`src/skwf_fifo.sv`:
```
// Small synchronous queue with occupancy count.
// Depends on nothing; DEPTH must be a power of two.
`default_nettype none

module skwf_fifo #(
  parameter int DW    = 8,
  parameter int DEPTH = 4
) (
  input  wire logic                           clk_i,
  input  wire logic                           rst_ni,
  input  wire logic                           push_i,
  input  wire logic [DW-1:0]                  din_i,
  input  wire logic                           pop_i,
  output logic      [DW-1:0]                  dout_o,
  output logic                                full_o,
  output logic                                empty_o,
  output logic      [$clog2(DEPTH+1)-1:0]     count_o
);

  localparam int AW = $clog2(DEPTH);
  localparam int CW = $clog2(DEPTH + 1);

  logic [DW-1:0] mem_q [DEPTH];
  logic [AW-1:0] wr_ptr_q, wr_ptr_d, rd_ptr_q, rd_ptr_d;
  logic [CW-1:0] cnt_q, cnt_d;
  logic          do_push, do_pop;

  assign full_o  = (cnt_q == CW'(DEPTH));
  assign empty_o = (cnt_q == '0);
  assign count_o = cnt_q;
  assign dout_o  = mem_q[rd_ptr_q];
  assign do_push = push_i && !full_o;
  assign do_pop  = pop_i && !empty_o;

  // Advance pointers and count
  always_comb begin
    wr_ptr_d = wr_ptr_q;
    rd_ptr_d = rd_ptr_q;
    cnt_d    = cnt_q;
    if (do_push) begin
      wr_ptr_d = wr_ptr_q + AW'(1);
    end
    if (do_pop) begin
      rd_ptr_d = rd_ptr_q + AW'(1);
    end
    if (do_push && !do_pop) begin
      cnt_d = cnt_q + CW'(1);
    end else if (do_pop && !do_push) begin
      cnt_d = cnt_q - CW'(1);
    end
  end

  always_ff @(posedge clk_i or negedge rst_ni) begin
    if (!rst_ni) begin
      wr_ptr_q <= '0;
      rd_ptr_q <= '0;
      cnt_q    <= '0;
    end else begin
      wr_ptr_q <= wr_ptr_d;
      rd_ptr_q <= rd_ptr_d;
      cnt_q    <= cnt_d;
    end
  end

  // Store the beat
  always_ff @(posedge clk_i) begin
    if (do_push) begin
      mem_q[wr_ptr_q] <= din_i;
    end
  end

endmodule

`default_nettype wire

```
`config.mk`:
```
export PLATFORM = sky130hd
export DESIGN_NAME = skwf_fifo
export DESIGN_NICKNAME = d
export VERILOG_FILES = /design/src/skwf_fifo.sv
export SDC_FILE = /design/constraint.sdc
export NUM_CORES = 1
export LEC_CHECK = 0
export BUFFER_PORTS_ARGS = -buffer_cell sky130_fd_sc_hd__buf_2
export CAP_MARGIN = 20
export CORE_UTILIZATION = 52
export CTS_BUF_LIST = sky130_fd_sc_hd__clkbuf_4 sky130_fd_sc_hd__clkbuf_8
export CTS_CLUSTER_SIZE = 16
export DETAILED_ROUTE_END_ITERATION = 10
export PLACE_DENSITY = 0.77
export SLEW_MARGIN = 20
export SYNTH_ARGS = -nofsm -noshare
export SYNTH_HDL_FRONTEND = slang
export SYNTH_SLANG_ARGS = --single-unit
export TNS_END_PERCENT = 5
```
`constraint.sdc`:
```
create_clock -name clk_i -period 1.95 [get_ports clk_i]
set_input_delay 0.0975 -clock clk_i [delete_from_list [all_inputs] [get_ports clk_i]]
set_output_delay 0.0975 -clock clk_i [all_outputs]
set_load 0.01 [all_outputs]
```
==> qor.yml, run 1 <==
detailed_routing:
  wl_per_cell_um: 18.1
  vias_per_cell: 5.33
  dr.pass1.iters: 7
  detail-route-antenna-nets: 0
  drt_iter0_drc: 30
  vias: 816
  drc: 6
  wl_um: 2780
outcome:
  failed_checks: "design-rule violations, negative setup slack"
  status: "finished with violations"
power_and_ir_drop:
  power.total_mw: 2.86
  pwr-share-comb: 0.401
  p_clk_frac: 0.144
  p_sw_mw: 0.925
  switching_share: 0.323
  p_leak_nw: 0.764
  p_seq_frac: 0.455
  p_int_mw: 1.94
  ir_drop_uv: 996
  p_per_area_mw_per_mm2: 1440
clock_network:
  clk_path_buf_depth: 2
  cts_buffers: 5
  cts_max_level: 2
  cts_sinks: 39
  cts_root_buf: "clkbuf_4"
  cts_tree: "done"
  clk_pin_slew_ns: 0.11
  clk_latency_ns: 0.35
die:
  num_rows: 19
  initial_core_util: 0.562
  die_area_mm2: 0.00328
  core-area_mm2: 0.00283
  die_y_um: 57.3
  die_w_um: 57.3
  io_pins: 25
setup_path:
  critPathArrivalTime_ns: 2.26
  worstSetupPathType: "reg -> reg"
  r2r-end: "count_o[2]"
  end_kind: "register"
  cp-start-kind: "register"
  worstPathRequired_ns: 2.21
  cp_max_fo: 3
  cp_cell_sequence: "nor3_4, nand2b_4, ha_4, inv_2, fa_2, xor2_1, nor2_1, xor2_1"
  slowest_delay_ns: 0.46
  ff2ff_path_depth: 8
  crit_top_cell: "xor2_1"
  r2r_setup_slack_ns: -0.05
  regToRegStartpoint: "count_o[1]"
  cp_slowest_cell: "dfrtp_2"
synthesis:
  synth_edf_count: 32
  netlist_instances: 77
  ys_seq_elements: 39
  synth_warnings: 0
  yosysMostFrequentCell: "edfxtp_1"
  synth.area.top_cells: "edfxtp_1 (60%), mux4_2 (11%), dfrtp_1 (11%)"
  synthFlopType: "edfxtp_1"
  synth-seq-area-share: 0.715
  synth_top_area_cell: "edfxtp_1"
  synth_nets: 95
  mappedNetlistArea_mm2: 0.00159
  synth_commonest_cells: "edfxtp_1 (32), mux4_2 (8), dfrtp_1 (7), ha_1 (5)"
  syn_avg_cell_area_um2: 20.6
  synth_top_cell_area_share: 0.605
  ys_types: 20
  async_flop_share: 0.179
placement:
  gp_congestion: 0.791
  place_inst: 131
  hpwl_um: 1770
  portBuffers: 24
  place_ws_ns: -0.0263
layout:
  area_growth_pct: 25.3
  stdcell_count: 153
  drive_gt1_frac: 0.516
  nNetsFinal: 139
  diodes: 0
hold_path:
  hold_path.class: "in -> reg"
  whs_path_depth: 3
  hp-start: "pop_i"
  whs_endpoint: "rd_ptr_q[1]"
timing:
  setup_violations: 1
  fin_crit_ns: 2.00
  finalSetupTns_ns: -0.0526
  drv_slew: 0
  finClkSkew_ns: 0.0131
  fin_ws_ns: -0.0526
  fmax_mhz: 499
  rsz0062_at_grt: "yes"
  holdWs_ns: 0.0726
  finalHoldViolCount: 0
  worstMarginPinSlew_ns: 0.442
  slew_headroom: 0.706
  min_period_over_period: 1.03
global_route:
  grt_pass1_wl_um: 4480
  grt.total_usage: 0.202
  grt_pass1_vias: 878
  antenna_found_initial: 0
  grt-ovfl-total: 0
  grt_max_degree: 12
job:
  drv_cap: 0
==> registers in the layout (all words and copies together), names as in the netlist <==
signal,count
wr_ptr_q,2
count_o,3
rd_ptr_q,2
mem_q,32
==> layout by cell type, fill, tap and decap left out, types with 4 or more instances in the layout <==
cell type	count
dfrtp_1	4
clkbuf_4	7
and2_2	4
edfxtp_1	32
xnor2_1	4
buf_4	5
mux4_2	8
ha_1	4
dlygate4sd3_1	9
buf_2	24
==> cells by family (layout without fill, tap and decap cells) <==
group                    Yosys count  in the layout  synth area share
adder cells (fa/ha/maj)            6              6            0.0520
multiplexers                      10             10             0.130
AND/OR/NAND/NOR                   10             10            0.0504
XOR/XNOR                           6              6            0.0331
flip-flops                        39             39             0.715
buffers and inverters              6             51            0.0197
==> layout make-up <==
class	count	area, um^2
Sequential cell	39	1140
Fill cell	181	838
Multi-Input combinational cell	32	455
Timing Repair Buffer	40	288
Clock buffer	7	52.6
Tap cell	31	38.8
Inverter	3	11.3
Clock inverter	1	5.00
==> worst max-delay path, delay by kind of cell (launching register included) <==
family / cells / cell delay, ns
XOR/XNOR: 2 / 0.35
adder cells (fa/ha/maj): 2 / 0.48
buffers and inverters: 1 / 0.04
flip-flops: 1 / 0.46
AND/OR/NAND/NOR: 3 / 0.58
==> what timing repair did <==
item | in CTS | in global routing
hold buffers | 9 | 0
pin swaps | 0 | 4
resized for setup | 0 | 4
setup endpoints to repair | 2 | 2
buffers inserted | 2 | 3
hold endpoints to repair | 39 | 0
==> stage by stage <==
stage	util	instance area, um^2
global route	0.704	1990
global placement	0.627	1770
floorplan	-	1610
detailed placement	0.627	1770
CTS	0.689	1950
finish	0.704	1990
==> per-layer routing <==
metal	track usage	up-vias	share of wire
li1	-	380	-
met1	0.247	411	0.43
met2	0.319	18	0.51
met3	0.0771	7	0.040
met4	0.0976	0	0.018
met5	0	-	0
==> power groups by stage <==
stage | Clock (mW) | Sequential (mW) | Combinational, mW
floorplan | 0 | 1.27 | 0.700
global placement | 0 | 1.33 | 0.955
detailed placement | 0 | 1.35 | 0.978
CTS | 0.423 | 1.30 | 1.09
global route | 0.461 | 1.33 | 1.24
finish | 0.413 | 1.30 | 1.15
==> worst max-delay path by stage <==
stage          startpoint          to  slack (ns)
2_1_floorplan  count_o[0]  count_o[2]       0.005
3_5_place_dp   count_o[0]  count_o[2]       -0.03
3_3_place_gp   count_o[0]  count_o[2]        0.06
6_report       count_o[1]  count_o[2]       -0.05
5_1_grt        count_o[1]  count_o[2]       -0.12
4_1_cts        count_o[1]  count_o[2]        0.01
Power figures use the tool's default switching activity.
==> run 2, diff against run 1 <==
CORE_UTILIZATION = 25   (was 52)
PLACE_DENSITY = default   (was 0.77)
==> qor.yml, run 2 (synthesis results as in run 1) <==
global_route:
  grt.total_usage: 0.0901  # was 0.202
  grt_max_degree: 14  # was 12
  antenna_found_initial: 0  # unchanged
  grt-ovfl-total: 0  # unchanged
  grt_pass1_vias: 835  # was 878
  grt_pass1_wl_um: 4130  # was 4480 um
setup_path:
  worstSetupPathType: "reg -> reg"  # unchanged
  worstPathRequired_ns: 2.16  # was 2.21 ns
  cp-start-kind: "register"  # unchanged
  critPathArrivalTime_ns: 2.11  # was 2.26 ns
  end_kind: "register"  # unchanged
  r2r_setup_slack_ns: 0.05  # was -0.05 ns
  ff2ff_path_depth: 8  # unchanged
  cp_max_fo: 3  # unchanged
detailed_routing:
  detail-route-antenna-nets: 0  # unchanged
  drc: 0  # was 6
  dr.pass1.iters: 3  # was 7
  wl_um: 2670  # was 2780 um
  drt_iter0_drc: 24  # was 30
  vias_per_cell: 4.04  # was 5.33
  wl_per_cell_um: 13.9  # was 18.1 um
  vias: 775  # was 816
layout:
  nNetsFinal: 134  # was 139
  drive_gt1_frac: 0.581  # was 0.516
  diodes: 0  # unchanged
  most-common-layout-cells: "edfxtp_1 (32), buf_2 (24), mux4_2 (8), buf_4 (8), clkbuf_8 (5)"  # was edfxtp_1 (32), buf_2 (24), dlygate4sd3_1 (9)
  largest_reg_flops: 32  # unchanged
  area_growth_pct: 29.5  # was 25.3%
  fin_util: 0.342  # was 0.704
  max_flop_register: "mem_q"  # unchanged
  final_common_cell: "edfxtp_1"  # unchanged
timing:
  finClkSkew_ns: 0.00841  # was 0.0131 ns
  slew_headroom: 0.731  # was 0.706
  worstMarginPinSlew_ns: 0.403  # was 0.442 ns
  fmax_mhz: 526  # was 499 MHz
  fin_crit_ns: 1.90  # was 2.00 ns
  min_period_over_period: 0.974  # was 1.03
  finalHoldViolCount: 0  # unchanged
  fin_ws_ns: 0.0503  # was -0.0526 ns
  setup_violations: 0  # was 1
  drv_slew: 0  # unchanged
power_and_ir_drop:
  pwr-share-comb: 0.361  # was 0.401
  ir_drop_uv: 641  # was 996 uV
  p_int_mw: 2.28  # was 1.94 mW
  p_sw_mw: 0.941  # was 0.925 mW
  p_leak_nw: 0.772  # was 0.764 nW
  p_per_area_mw_per_mm2: 1570  # was 1440 mW/mm^2
  switching_share: 0.292  # was 0.323
  p_seq_frac: 0.396  # was 0.455
  p_clk_frac: 0.243  # was 0.144
placement:
  hpwl_um: 1810  # was 1770 um
  portBuffers: 24  # unchanged
  gp_congestion: 0.728  # was 0.791
  place_ws_ns: -0.101  # was -0.0263 ns
clock_network:
  clk_latency_ns: 0.29  # was 0.35 ns
  cts_sinks: 39  # unchanged
  clk_pin_slew_ns: 0.08  # was 0.11 ns
  cts_buffers: 5  # unchanged
  cts_tree: "done"  # unchanged
  clk_path_buf_depth: 2  # unchanged
  cts_max_level: 2  # unchanged
  cts_root_buf: "clkbuf_8"  # was clkbuf_4
die:
  die_y_um: 81.7  # was 57.3 um
  initial_core_util: 0.264  # was 0.562
  io_pins: 25  # unchanged
  num_rows: 28  # was 19
  die_w_um: 81.7  # was 57.3 um
  die_area_mm2: 0.00668  # was 0.00328 mm^2
  core-area_mm2: 0.00603  # was 0.00283 mm^2
hold_path:
  hold_path.class: "in -> reg"  # unchanged
  whs_path_depth: 1  # was 3
job:
  drv_cap: 0  # unchanged
outcome:
  status: "completed"  # was finished with violations
-- run 2: repair_timing --
item | CTS | global route
hold endpoints to repair | 7 | 0
setup buffers | 4 | 4
pin swaps | 3 | 6
endpoints found under the setup margin | 1 | 2
hold buffers | 1 | 0
resized for setup | 1 | 7
-- run 2: power by group through the flow --
stage	Combinational, mW	Sequential, mW	Clock [mW]
global placement	0.950	1.31	0
finish	1.16	1.28	0.782
global route	1.28	1.30	0.837
CTS	1.09	1.28	0.799
floorplan	0.700	1.27	0
detailed placement	0.977	1.33	0
-- run 2: final cells by class --
cell class	instances	area, um^2
sequential	39	1140
clock buffer	5	68.8
inverter	3	11.3
multi-input combinational	32	465
timing repair buffer	35	213
clock inverter	3	66.3
tap	75	93.8
fill	587	3970
-- run 2: worst paths after layout --
path	start	endpoint
worst max-delay path	count_o[2]	count_o[2]
worst min-delay path	din_i[6]	mem_q[2][6]
worst max register to register	count_o[2]	count_o[2]
worst min register to register	rd_ptr_q[0]	rd_ptr_q[0]
max in group asynchronous	rst_ni	count_o[2]
min in group asynchronous	rst_ni	count_o[0]
-- run 2: metal layers --
layer	up-vias	share of wire	track usage
met1	384	0.41	0.101
met3	4	0.071	0.0433
met2	22	0.50	0.146
met4	0	0.015	0.0368
li1	365	-	-
met5	-	0	0
-- run 2: through the flow --
step                      setup TNS [ns]  total power [mW]  std cells  cell area, um^2  hold slack (ns)
final                                  0              3.22        192             2060           0.0194
after global routing             -0.0321              3.42        192             2060          0.00320
after CTS                              0              3.17        188             2000          0.00935
after detailed placement          -0.101              2.31        175             1820          -0.0569
after global placement                 0              2.26        175             1820          -0.0587
after floorplan                        0              1.97         77             1610           -0.198
-- run 2: worst max-delay path, cell delays in order (launching register included) --
cell and delay, ns:
dfrtp_2 0.45, nor3_4 0.21, nand2b_4 0.17, ha_4 0.14, inv_2 0.04, fa_2 0.38
xor2_2 0.16, nor2_2 0.10, xor2_1 0.17
