[src/skwf_pkg.sv]
// Shared types, constants and helpers for the six-kernel window filter.
// No dependencies; every other file of the block but skwf_fifo imports this package.
`default_nettype none

package skwf_pkg;

  // Frame limits and derived widths
  localparam int MAX_WIDTH  = 2048;
  localparam int MAX_HEIGHT = 4096;
  localparam int MIN_DIM    = 5;
  localparam int COL_W      = $clog2(MAX_WIDTH);
  localparam int WID_W      = 12;
  localparam int HGT_W      = 13;
  localparam int IROW_W     = $clog2(MAX_HEIGHT + 3);
  localparam int OROW_W     = $clog2(MAX_HEIGHT);
  localparam int NUM_SLOTS  = 5;
  localparam int SLOT_W     = 3;

  // Configuration port
  localparam int CFG_W     = 13;
  localparam int CFG_IDX_W = 1;
  localparam logic [CFG_IDX_W-1:0] REG_IMAGE_WIDTH  = 1'd0;
  localparam logic [CFG_IDX_W-1:0] REG_IMAGE_HEIGHT = 1'd1;
  localparam logic [WID_W-1:0] WIDTH_RESET  = 12'd640;
  localparam logic [HGT_W-1:0] HEIGHT_RESET = 13'd480;

  // Queue depths
  localparam int MID_DEPTH = 4;
  localparam int OUT_DEPTH = 8;
  localparam int OCNT_W    = $clog2(OUT_DEPTH + 1);

  // Divide by five: multiply by reciprocal, exact for sums up to 1275
  localparam int RECIP_SH = 16;
  localparam int DIVP_W   = 25;
  localparam logic [DIVP_W-1:0] RECIP5 = 25'd13108;

  // Gaussian coefficients, Q.COEF_FRAC_BITS, rounded from weights in units of 1/250000
  localparam int COEF_FRAC_BITS = 16;
  localparam int KW = COEF_FRAC_BITS;
  localparam int GS_W = 11;
  localparam int PW = KW + GS_W;
  localparam int GW = PW + 3;
  localparam longint unsigned KA_L = ((longint'(120)   << COEF_FRAC_BITS) + 125000) / 250000;
  localparam longint unsigned KB_L = ((longint'(1253)  << COEF_FRAC_BITS) + 125000) / 250000;
  localparam longint unsigned KC_L = ((longint'(2736)  << COEF_FRAC_BITS) + 125000) / 250000;
  localparam longint unsigned KD_L = ((longint'(13054) << COEF_FRAC_BITS) + 125000) / 250000;
  localparam longint unsigned KE_L = ((longint'(28514) << COEF_FRAC_BITS) + 125000) / 250000;
  localparam longint unsigned KF_L = ((longint'(62279) << COEF_FRAC_BITS) + 125000) / 250000;
  localparam logic [KW-1:0] K_A = KW'(KA_L);
  localparam logic [KW-1:0] K_B = KW'(KB_L);
  localparam logic [KW-1:0] K_C = KW'(KC_L);
  localparam logic [KW-1:0] K_D = KW'(KD_L);
  localparam logic [KW-1:0] K_E = KW'(KE_L);
  localparam logic [KW-1:0] K_F = KW'(KF_L);

  // Per-item tag that travels with the pixel to the result
  typedef struct packed {
    logic              emit;
    logic              v3;
    logic              v5;
    logic              last;
    logic [OROW_W-1:0] row;
    logic [COL_W-1:0]  col;
  } tag_t;

  // Classified item between front and back
  typedef struct packed {
    logic [7:0]        pixel;
    logic              wr_en;
    logic [COL_W-1:0]  col;
    logic [SLOT_W-1:0] slot;
    tag_t              tag;
  } mid_t;

  // Result beat
  typedef struct packed {
    logic [7:0]        plus_mean;
    logic [7:0]        diag_mean;
    logic [7:0]        laplace_edge;
    logic [7:0]        sharpened;
    logic [7:0]        embossed;
    logic [7:0]        gauss_smooth;
    logic [OROW_W-1:0] centre_row;
    logic [COL_W-1:0]  centre_col;
    logic              frame_last;
  } res_t;

  // Ring slot arithmetic modulo five
  function automatic logic [SLOT_W-1:0] slot_add(input logic [SLOT_W-1:0] s,
                                                 input logic [SLOT_W-1:0] k);
    logic [SLOT_W:0] t;
    t = {1'b0, s} + {1'b0, k};
    if (t >= (SLOT_W+1)'(NUM_SLOTS)) begin
      t = t - (SLOT_W+1)'(NUM_SLOTS);
    end
    return t[SLOT_W-1:0];
  endfunction

  // Saturate a signed value to a byte
  function automatic logic [7:0] clamp_u8(input logic signed [13:0] v);
    logic [7:0] r;
    if (v < 0) begin
      r = 8'd0;
    end else if (v > 14'sd255) begin
      r = 8'd255;
    end else begin
      r = v[7:0];
    end
    return r;
  endfunction

endpackage

`default_nettype wire

[src/skwf_front.sv]
// Front end: frame geometry registers, raster counters and item classification.
// Depends on skwf_pkg for types and limits.
`default_nettype none

module skwf_front
  import skwf_pkg::*;
(
  input  wire logic                  clk_i,
  input  wire logic                  rst_ni,
  input  wire logic                  push_i,
  input  wire logic                  full_i,
  input  wire logic [7:0]            pixel_i,
  input  wire logic                  pad_i,
  input  wire logic                  cfg_we_i,
  input  wire logic [CFG_IDX_W-1:0]  cfg_idx_i,
  input  wire logic [CFG_W-1:0]      cfg_wdata_i,
  output logic                       mid_push_o,
  output mid_t                       mid_o
);

  logic [WID_W-1:0]  w_q, w_d;
  logic [HGT_W-1:0]  h_q, h_d;
  logic [COL_W-1:0]  in_col_q, in_col_d, out_col_q, out_col_d;
  logic [IROW_W-1:0] in_row_q, in_row_d;
  logic [OROW_W-1:0] out_row_q, out_row_d;
  logic [SLOT_W-1:0] slot_q, slot_d;

  logic              accept, in_frame, take, emit, v3, v5, last;
  logic [HGT_W-1:0]  r_h;
  logic [WID_W-1:0]  c_w, in_col_inc, out_col_inc, wv;
  logic [HGT_W-1:0]  hv;

  // Classify the beat
  always_comb begin
    accept   = push_i && !full_i;
    in_frame = (HGT_W'(in_row_q) < h_q);
    take     = accept && !(in_frame && pad_i);
    emit     = (in_row_q > IROW_W'(2)) ||
               ((in_row_q == IROW_W'(2)) && (in_col_q >= COL_W'(2)));
    r_h      = HGT_W'(out_row_q);
    c_w      = WID_W'(out_col_q);
    v3       = (r_h >= HGT_W'(1)) && ((r_h + HGT_W'(2)) <= h_q) &&
               (c_w >= WID_W'(1)) && ((c_w + WID_W'(2)) <= w_q);
    v5       = (r_h >= HGT_W'(2)) && ((r_h + HGT_W'(3)) <= h_q) &&
               (c_w >= WID_W'(2)) && ((c_w + WID_W'(3)) <= w_q);
    last     = (r_h == (h_q - HGT_W'(1))) && (c_w == (w_q - WID_W'(1)));
  end

  always_comb begin
    mid_push_o       = take;
    mid_o.pixel      = pixel_i;
    mid_o.wr_en      = in_frame;
    mid_o.col        = in_col_q;
    mid_o.slot       = slot_q;
    mid_o.tag.emit   = emit;
    mid_o.tag.v3     = v3;
    mid_o.tag.v5     = v5;
    mid_o.tag.last   = last;
    mid_o.tag.row    = out_row_q;
    mid_o.tag.col    = out_col_q;
  end

  // Advance raster counters; clamp and apply register writes
  always_comb begin
    w_d         = w_q;
    h_d         = h_q;
    in_col_d    = in_col_q;
    in_row_d    = in_row_q;
    slot_d      = slot_q;
    out_col_d   = out_col_q;
    out_row_d   = out_row_q;
    in_col_inc  = WID_W'(in_col_q) + WID_W'(1);
    out_col_inc = WID_W'(out_col_q) + WID_W'(1);
    wv          = cfg_wdata_i[WID_W-1:0];
    hv          = cfg_wdata_i[HGT_W-1:0];

    if (take) begin
      if (in_col_inc >= w_q) begin
        in_col_d = '0;
        in_row_d = in_row_q + IROW_W'(1);
        slot_d   = slot_add(slot_q, SLOT_W'(1));
      end else begin
        in_col_d = in_col_inc[COL_W-1:0];
      end
      if (emit) begin
        if (out_col_inc >= w_q) begin
          out_col_d = '0;
          out_row_d = out_row_q + OROW_W'(1);
        end else begin
          out_col_d = out_col_inc[COL_W-1:0];
        end
        if (last) begin
          in_col_d  = '0;
          in_row_d  = '0;
          slot_d    = '0;
          out_col_d = '0;
          out_row_d = '0;
        end
      end
    end

    if (cfg_we_i) begin
      case (cfg_idx_i)
        REG_IMAGE_WIDTH: begin
          if (wv < WID_W'(MIN_DIM)) begin
            w_d = WID_W'(MIN_DIM);
          end else if (wv > WID_W'(MAX_WIDTH)) begin
            w_d = WID_W'(MAX_WIDTH);
          end else begin
            w_d = wv;
          end
        end
        REG_IMAGE_HEIGHT: begin
          if (hv < HGT_W'(MIN_DIM)) begin
            h_d = HGT_W'(MIN_DIM);
          end else if (hv > HGT_W'(MAX_HEIGHT)) begin
            h_d = HGT_W'(MAX_HEIGHT);
          end else begin
            h_d = hv;
          end
        end
        default: begin
          w_d = w_q;
        end
      endcase
      in_col_d  = '0;
      in_row_d  = '0;
      slot_d    = '0;
      out_col_d = '0;
      out_row_d = '0;
    end
  end

  always_ff @(posedge clk_i or negedge rst_ni) begin
    if (!rst_ni) begin
      w_q       <= WIDTH_RESET;
      h_q       <= HEIGHT_RESET;
      in_col_q  <= '0;
      in_row_q  <= '0;
      slot_q    <= '0;
      out_col_q <= '0;
      out_row_q <= '0;
    end else begin
      w_q       <= w_d;
      h_q       <= h_d;
      in_col_q  <= in_col_d;
      in_row_q  <= in_row_d;
      slot_q    <= slot_d;
      out_col_q <= out_col_d;
      out_row_q <= out_row_d;
    end
  end

endmodule

`default_nettype wire

[config.mk]
export PLATFORM = sky130hd
export DESIGN_NAME = skwf_front
export DESIGN_NICKNAME = d
export VERILOG_FILES = /design/src/skwf_pkg.sv /design/src/skwf_front.sv
export SDC_FILE = /design/constraint.sdc
export NUM_CORES = 1
export LEC_CHECK = 0
export BUFFER_PORTS_ARGS = -buffer_cell sky130_fd_sc_hd__buf_2
export CAP_MARGIN = 20
export CORE_MARGIN = 2
export CORE_UTILIZATION = 45
export CTS_CLUSTER_SIZE = 40
export DETAILED_ROUTE_END_ITERATION = 8
export GPL_ROUTABILITY_DRIVEN = 1
export PLACE_DENSITY_LB_ADDON = 0.08
export SLEW_MARGIN = 25
export SYNTH_ARGS = -nofsm -noshare
export SYNTH_HDL_FRONTEND = slang
export SYNTH_SLANG_ARGS = --single-unit
[constraint.sdc]
create_clock -name clk_i -period 4.4 [get_ports clk_i]
set_input_delay 1.32 -clock clk_i [delete_from_list [all_inputs] [get_ports clk_i]]
set_output_delay 1.32 -clock clk_i [all_outputs]
set_load 0.1 [all_outputs]
==> results of run 1 <==
final cells by class:
class | instances | area (um^2) | area share [%]
clock buffer | 10 | 239 | 2.55
clock inverter | 6 | 88.8 | 0.946
inverter | 48 | 188 | 2.00
multi-input combinational | 733 | 5640 | 60.1
sequential | 75 | 1950 | 20.8
tap | 220 | 275 | 2.93
timing repair buffer | 146 | 1000 | 10.7
layout by cell type, fill, tap and decap left out, types with 6 or more instances in the layout:
master / synthesis / final
nand4_1: 25 / 25
nand2b_1: 16 / 16
nor2_1: 65 / 59
or4_1: 8 / 6
a21o_1: 22 / 22
a21oi_2: 1 / 6
nand3_1: 38 / 34
dfstp_2: 6 / 6
and2_1: 8 / 8
nor3_1: 20 / 18
nor4_1: 18 / 16
buf_2: 5 / 58
buf_4: 13 / 82
o31ai_1: 7 / 7
nor2b_1: 12 / 11
or3_1: 19 / 19
dfrtp_1: 69 / 48
nand2_1: 63 / 62
a211oi_1: 8 / 7
a32o_1: 15 / 15
xnor2_1: 42 / 40
a21oi_1: 37 / 31
o21ai_0: 49 / 45
ha_1: 107 / 100
and3_1: 11 / 11
inv_1: 48 / 44
a22o_1: 10 / 10
clkbuf_16: 0 / 9
xor2_1: 46 / 45
dfrtp_4: 0 / 17
nand4b_1: 6 / 6
stage by stage:
stage	cell area, um^2	utilization [%]	cells	setup TNS, ps	hold WS [ps]
2_1_floorplan	7760	-	915	0	479
3_3_place_gp	8580	51.6	1200	-154	497
3_5_place_dp	8580	51.6	1200	-232	510
4_1_cts	9110	54.8	1224	-420	523
5_1_grt	9390	56.4	1238	-668	532
6_report	9390	56.4	1238	-433	517
per-layer routing:
layer / GRT usage (%) / up-vias / wire, um / share of wire (%)
li1: - / 3531 / - / -
met1: 38.0 / 3477 / 11000 / 46
met2: 43.0 / 230 / 11200 / 47
met3: 3.83 / 37 / 1200 / 5.1
met4: 6.90 / 0 / 403 / 1.7
met5: 0 / - / 0 / 0
worst max-delay path, stage by stage (launching register included):
cell and delay (ps):
dfrtp_4 520, ha_2 210, a21oi_4 170, nor2_4 70, nand3_4 80, nor2_2 40
xor2_1 140, ha_1 360, nand2_2 100, nor4_4 280, nor2b_1 100, nor3_2 240
o21ai_4 90, a311oi_2 270, buf_4 180, buf_12 160
cells by family after synthesis:
family / Yosys count / synth area share [%]
simple gates: 330 / 22.8
compound gates: 202 / 18.3
fa+ha+maj: 107 / 17.5
mux: 6 / 0.832
buf+inv: 107 / 5.95
flops: 75 / 24.6
xor+xnor: 88 / 10.0
final timing paths:
path | end | from | slack [ps]
setup / recovery | mid_o[24] | out_row_q[2] | -270
hold / removal | h_q[12] | h_q[12] | 520
setup reg to reg | out_row_q[4] | out_col_q[1] | 380
hold reg to reg | h_q[12] | h_q[12] | 520
max in group asynchronous | in_col_q[10] | rst_ni | 2570
min in group asynchronous | out_row_q[5] | rst_ni | 1080
power by group through the flow:
stage | logic, mW | clock network, mW | registers [mW]
after floorplan | 0.581 | 0 | 0.862
after global placement | 0.883 | 0 | 0.804
after detailed placement | 0.889 | 0 | 0.804
after CTS | 0.932 | 0.855 | 0.791
after global routing | 1.08 | 0.880 | 0.799
final | 0.985 | 0.833 | 0.793
state kept, by name (all words and copies together) (netlist names):
register,count
out_col_q,11
in_col_q,11
h_q,13
w_q,12
slot_q,3
out_row_q,12
in_row_q,13
timing repair:
action | 4_1_cts | 5_1_grt
pin swaps | 29 | 23
setup buffers | 8 | 14
gates resized for setup | 33 | 34
endpoints found under the setup margin | 3 | 3
hold endpoints to repair | 0 | 0
==> impl_metrics.ini, run 1 <==
[sta]
period_minus_slack_ps = 4670
final.setup.worst_slack_ps = -271
tightest_slew_ps = 843
setup_viol = 2
max_slew_margin_pct = 43.8
finClkSkew_ps = 11.6
min_period_over_period_pct = 106
fmax_mhz = 214
rsz0062_at_grt = true
slew_violations = 0
hold_violations = 0

[pwr]
switchingPower_uw = 980
p_leak_nw = 4.33
p_total_mw = 2.61
pwr-share-clk_pct = 31.9
p_sw_share_pct = 37.5
p_comb_share_pct = 37.7
ir_drop_uv = 217
seq_power_share_pct = 30.4
p_per_area_nw_per_um2 = 278
internal-power_mw = 1.63

[logic_synthesis]
synth_seq_cells = 75
yosysUniqueCellTypes = 64
synth_area_leaders = dfrtp_1 (23%), ha_1 (17%), xor2_1 (5.3%)
synthFlopType = dfrtp_1
yosysTopAreaCell = dfrtp_1
yosysWarnings = 0
syn_avg_cell_area_um2 = 8.38
syn_area_um2 = 7670
syn-num-nets = 1050
synth_common_cells = ha_1 (107), dfrtp_1 (69), nor2_1 (65)
synth_top_area_share_pct = 22.5
synth_edf_count = 0
async_flop_share_pct = 100
yosysMostFrequentCell = ha_1
synth_cells = 915
synth_seq_area_share_pct = 24.6

[clock_network]
clock_path_buffers = 2
clk_pin_slew_ps = 60
clk_latency_ps = 350
root_buffer = clkbuf_16
h-tree-depth = 3
cts-hold-fix-buffers = 0
cts_made_buffers = 9
cts_tree = done
clock_sinks = 75

[worst_hold_path]
min_path_cells = 1
hold_class = reg -> reg

[global_routing]
grt_max_degree = 63
grt_overflow = 0
antenna_found_initial = 0
grt_pass1_wl_mm = 38.1
grt_pass1_vias = 6919
grtUsageTotal_pct = 26.8

[route]
ant_nets = 0
initialDrtViolationCount = 479
vias_per_cell = 5.88
first_pass_iters = 5
drc_errors = 0
wl_mm = 23.7
routedWlPerCell_um = 19.2
num_vias = 7275

[outcome]
violations = setup timing
status = complete, but fails checks

[job]
drv_cap = 0

[layout]
layout-drive-gt1-share_pct = 24.8
antenna_cells = 0
area_delta_synth_final_pct = 22.4
fill_cells = 1520
nets = 1148

[setup_path]
worst_setup_path_end_kind = output port
reg2reg_depth = 16
cp.arrival_ps = 3350
cp.required_ps = 3080
worstSetupPathType = reg -> out
critical_path.max_fanout = 5
cp-start-kind = flop

[floorplanning]
die-area_um2 = 18100
fp.dieH_um = 135
io_pins = 79
initial_core_util_pct = 46.1
die_x_um = 135
core_um2 = 16600
rows = 47

[placed_design]
pre_cts_ws_ps = -195
hpwlAfterDp_mm = 17.9
place_congestion = 0.918
portBuffers = 62
No activity file was read; power rests on OpenSTA's default activity.
==> run 2, diff against run 1 <==
--- a/config.mk
+++ b/config.mk
@@ -12,6 +12,7 @@
 export CTS_CLUSTER_SIZE = 40
 export DETAILED_ROUTE_END_ITERATION = 8
 export GPL_ROUTABILITY_DRIVEN = 1
+export MAX_ROUTING_LAYER = met4
 export PLACE_DENSITY_LB_ADDON = 0.08
 export SLEW_MARGIN = 25
 export SYNTH_ARGS = -nofsm -noshare
==> impl_metrics.ini, run 2 (synthesis gave the netlist of run 1 again) <==
[outcome]
status = complete, but fails checks
violations = setup timing

[floorplanning]
io_pins = 79
initial_core_util_pct = 46.1
die-area_um2 = 18100
core_um2 = 16600
fp.dieH_um = 135
rows = 47
die_x_um = 135

[pwr]
p_total_mw = 2.62
p_per_area_nw_per_um2 = 279
ir_drop_uv = 217
switchingPower_uw = 987
internal-power_mw = 1.63
pwr-share-clk_pct = 32.2
seq_power_share_pct = 30.3
p_comb_share_pct = 37.6
p_sw_share_pct = 37.7
p_leak_nw = 4.32

[clock_network]
cts_tree = done
clock_sinks = 75
clk_pin_slew_ps = 60
root_buffer = clkbuf_16
cts_made_buffers = 9
clk_latency_ps = 350
h-tree-depth = 3
clock_path_buffers = 2

[route]
wl_mm = 23.8
vias_per_cell = 5.86
routedWlPerCell_um = 19.2
first_pass_iters = 5
initialDrtViolationCount = 433
ant_nets = 0
num_vias = 7246
drc_errors = 0

[setup_path]
cp.arrival_ps = 3370
worst_setup_path_end_kind = output port
slowest_delay_ps = 520
cp.required_ps = 3080
worstSetupPathType = reg -> out
crit_chain = ha_4 > a21oi_4 > nor2_4 > nand3_4 > nor2_2 > xor2_1 > ha_1 > nand2_2 > nor4_4 > nor2b_1 > nor3_2 > o21ai_4 > a311oi_2 > buf_4 > buf_12
path_buf_inv = 2
critical_path.max_fanout = 5
cp-start-kind = flop
cpMaxStageDelayCell = dfrtp_4
cp_top_family = simple AND/OR/NAND/NOR gates

[sta]
tns_ps = -443
min_period_over_period_pct = 107
rsz0062_at_grt = true
tightest_slew_ps = 859
hold_violations = 0
slew_violations = 0
fmax_mhz = 213
finClkSkew_ps = 11.2
max_slew_margin_pct = 42.7
final.setup.worst_slack_ps = -294
period_minus_slack_ps = 4690
setup_viol = 2

[global_routing]
antenna_found_initial = 0
grt_max_degree = 63
grt_overflow = 0
grtUsageTotal_pct = 27.6
grt_pass1_wl_mm = 38.2
grt_pass1_vias = 6933

[layout]
final_core_util_pct = 56.4
area_delta_synth_final_pct = 22.4
largestRegisters = h_q (13), in_row_q (13)
finish.instance_area_um2 = 9390
nets = 1147
layout-drive-gt1-share_pct = 24.8
mostFrequentLayoutCell = ha_1
antenna_cells = 0
layout_common_cells = ha_1 (100), buf_4 (81), nand2_1 (61)

[placed_design]
place_congestion = 0.934
pre_cts_ws_ps = -195
placed_area_um2 = 8580
hpwlAfterDp_mm = 17.9
portBuffers = 62

[job]
drv_cap = 0

[worst_hold_path]
hold_class = reg -> reg
==> run 2: routing by layer <==
metal	GRT usage (%)	part of all wire, %	routed length (um)
met5	-	0	0
met4	6.90	1.8	421
met3	3.83	4.9	1170
met2	43.1	47	11200
met1	38.1	46	11000
==> run 2: worst paths after layout <==
path	startpoint	end	slack, ps	depth (start not counted)
worst max-delay path	out_row_q[2]	mid_o[24]	-290	15
worst min-delay path	h_q[12]	h_q[12]	520	1
worst max register to register	out_col_q[1]	out_row_q[4]	400	16
worst min register to register	h_q[12]	h_q[12]	520	1
max in group asynchronous	rst_ni	in_col_q[4]	2560	2
min in group asynchronous	rst_ni	out_row_q[5]	1080	1
==> run 2: metrics by stage <==
step / hold slack [ps] / cells
final: 517 / 1237
after global routing: 532 / 1237
after CTS: 523 / 1224
after detailed placement: 510 / 1200
after global placement: 497 / 1200
after floorplan: 479 / 915
==> run 2: area by class of cell <==
| class | instances | area [um^2] |
|---|---|---|
| fill | 1521 | 7250 |
| multi-input combinational | 733 | 5660 |
| sequential | 75 | 1950 |
| timing repair buffer | 145 | 992 |
| tap | 220 | 275 |
| clock buffer | 10 | 239 |
| inverter | 48 | 188 |
| clock inverter | 6 | 88.8 |
==> run 2: power groups by stage <==
stage               Sequential [mW]  Combinational, mW  Clock [mW]
floorplan                     0.862              0.581           0
finish                        0.792              0.983       0.842
global placement              0.804              0.883           0
global route                  0.799               1.08       0.882
CTS                           0.791              0.932       0.855
detailed placement            0.804              0.889           0
==> run 2: timing repair <==
item,4_1_cts,5_1_grt
gates resized for setup,33,36
hold endpoints to repair,0,0
hold buffers,0,0
pin swaps,29,23
buffers inserted,8,13
endpoints found under the setup margin,3,3
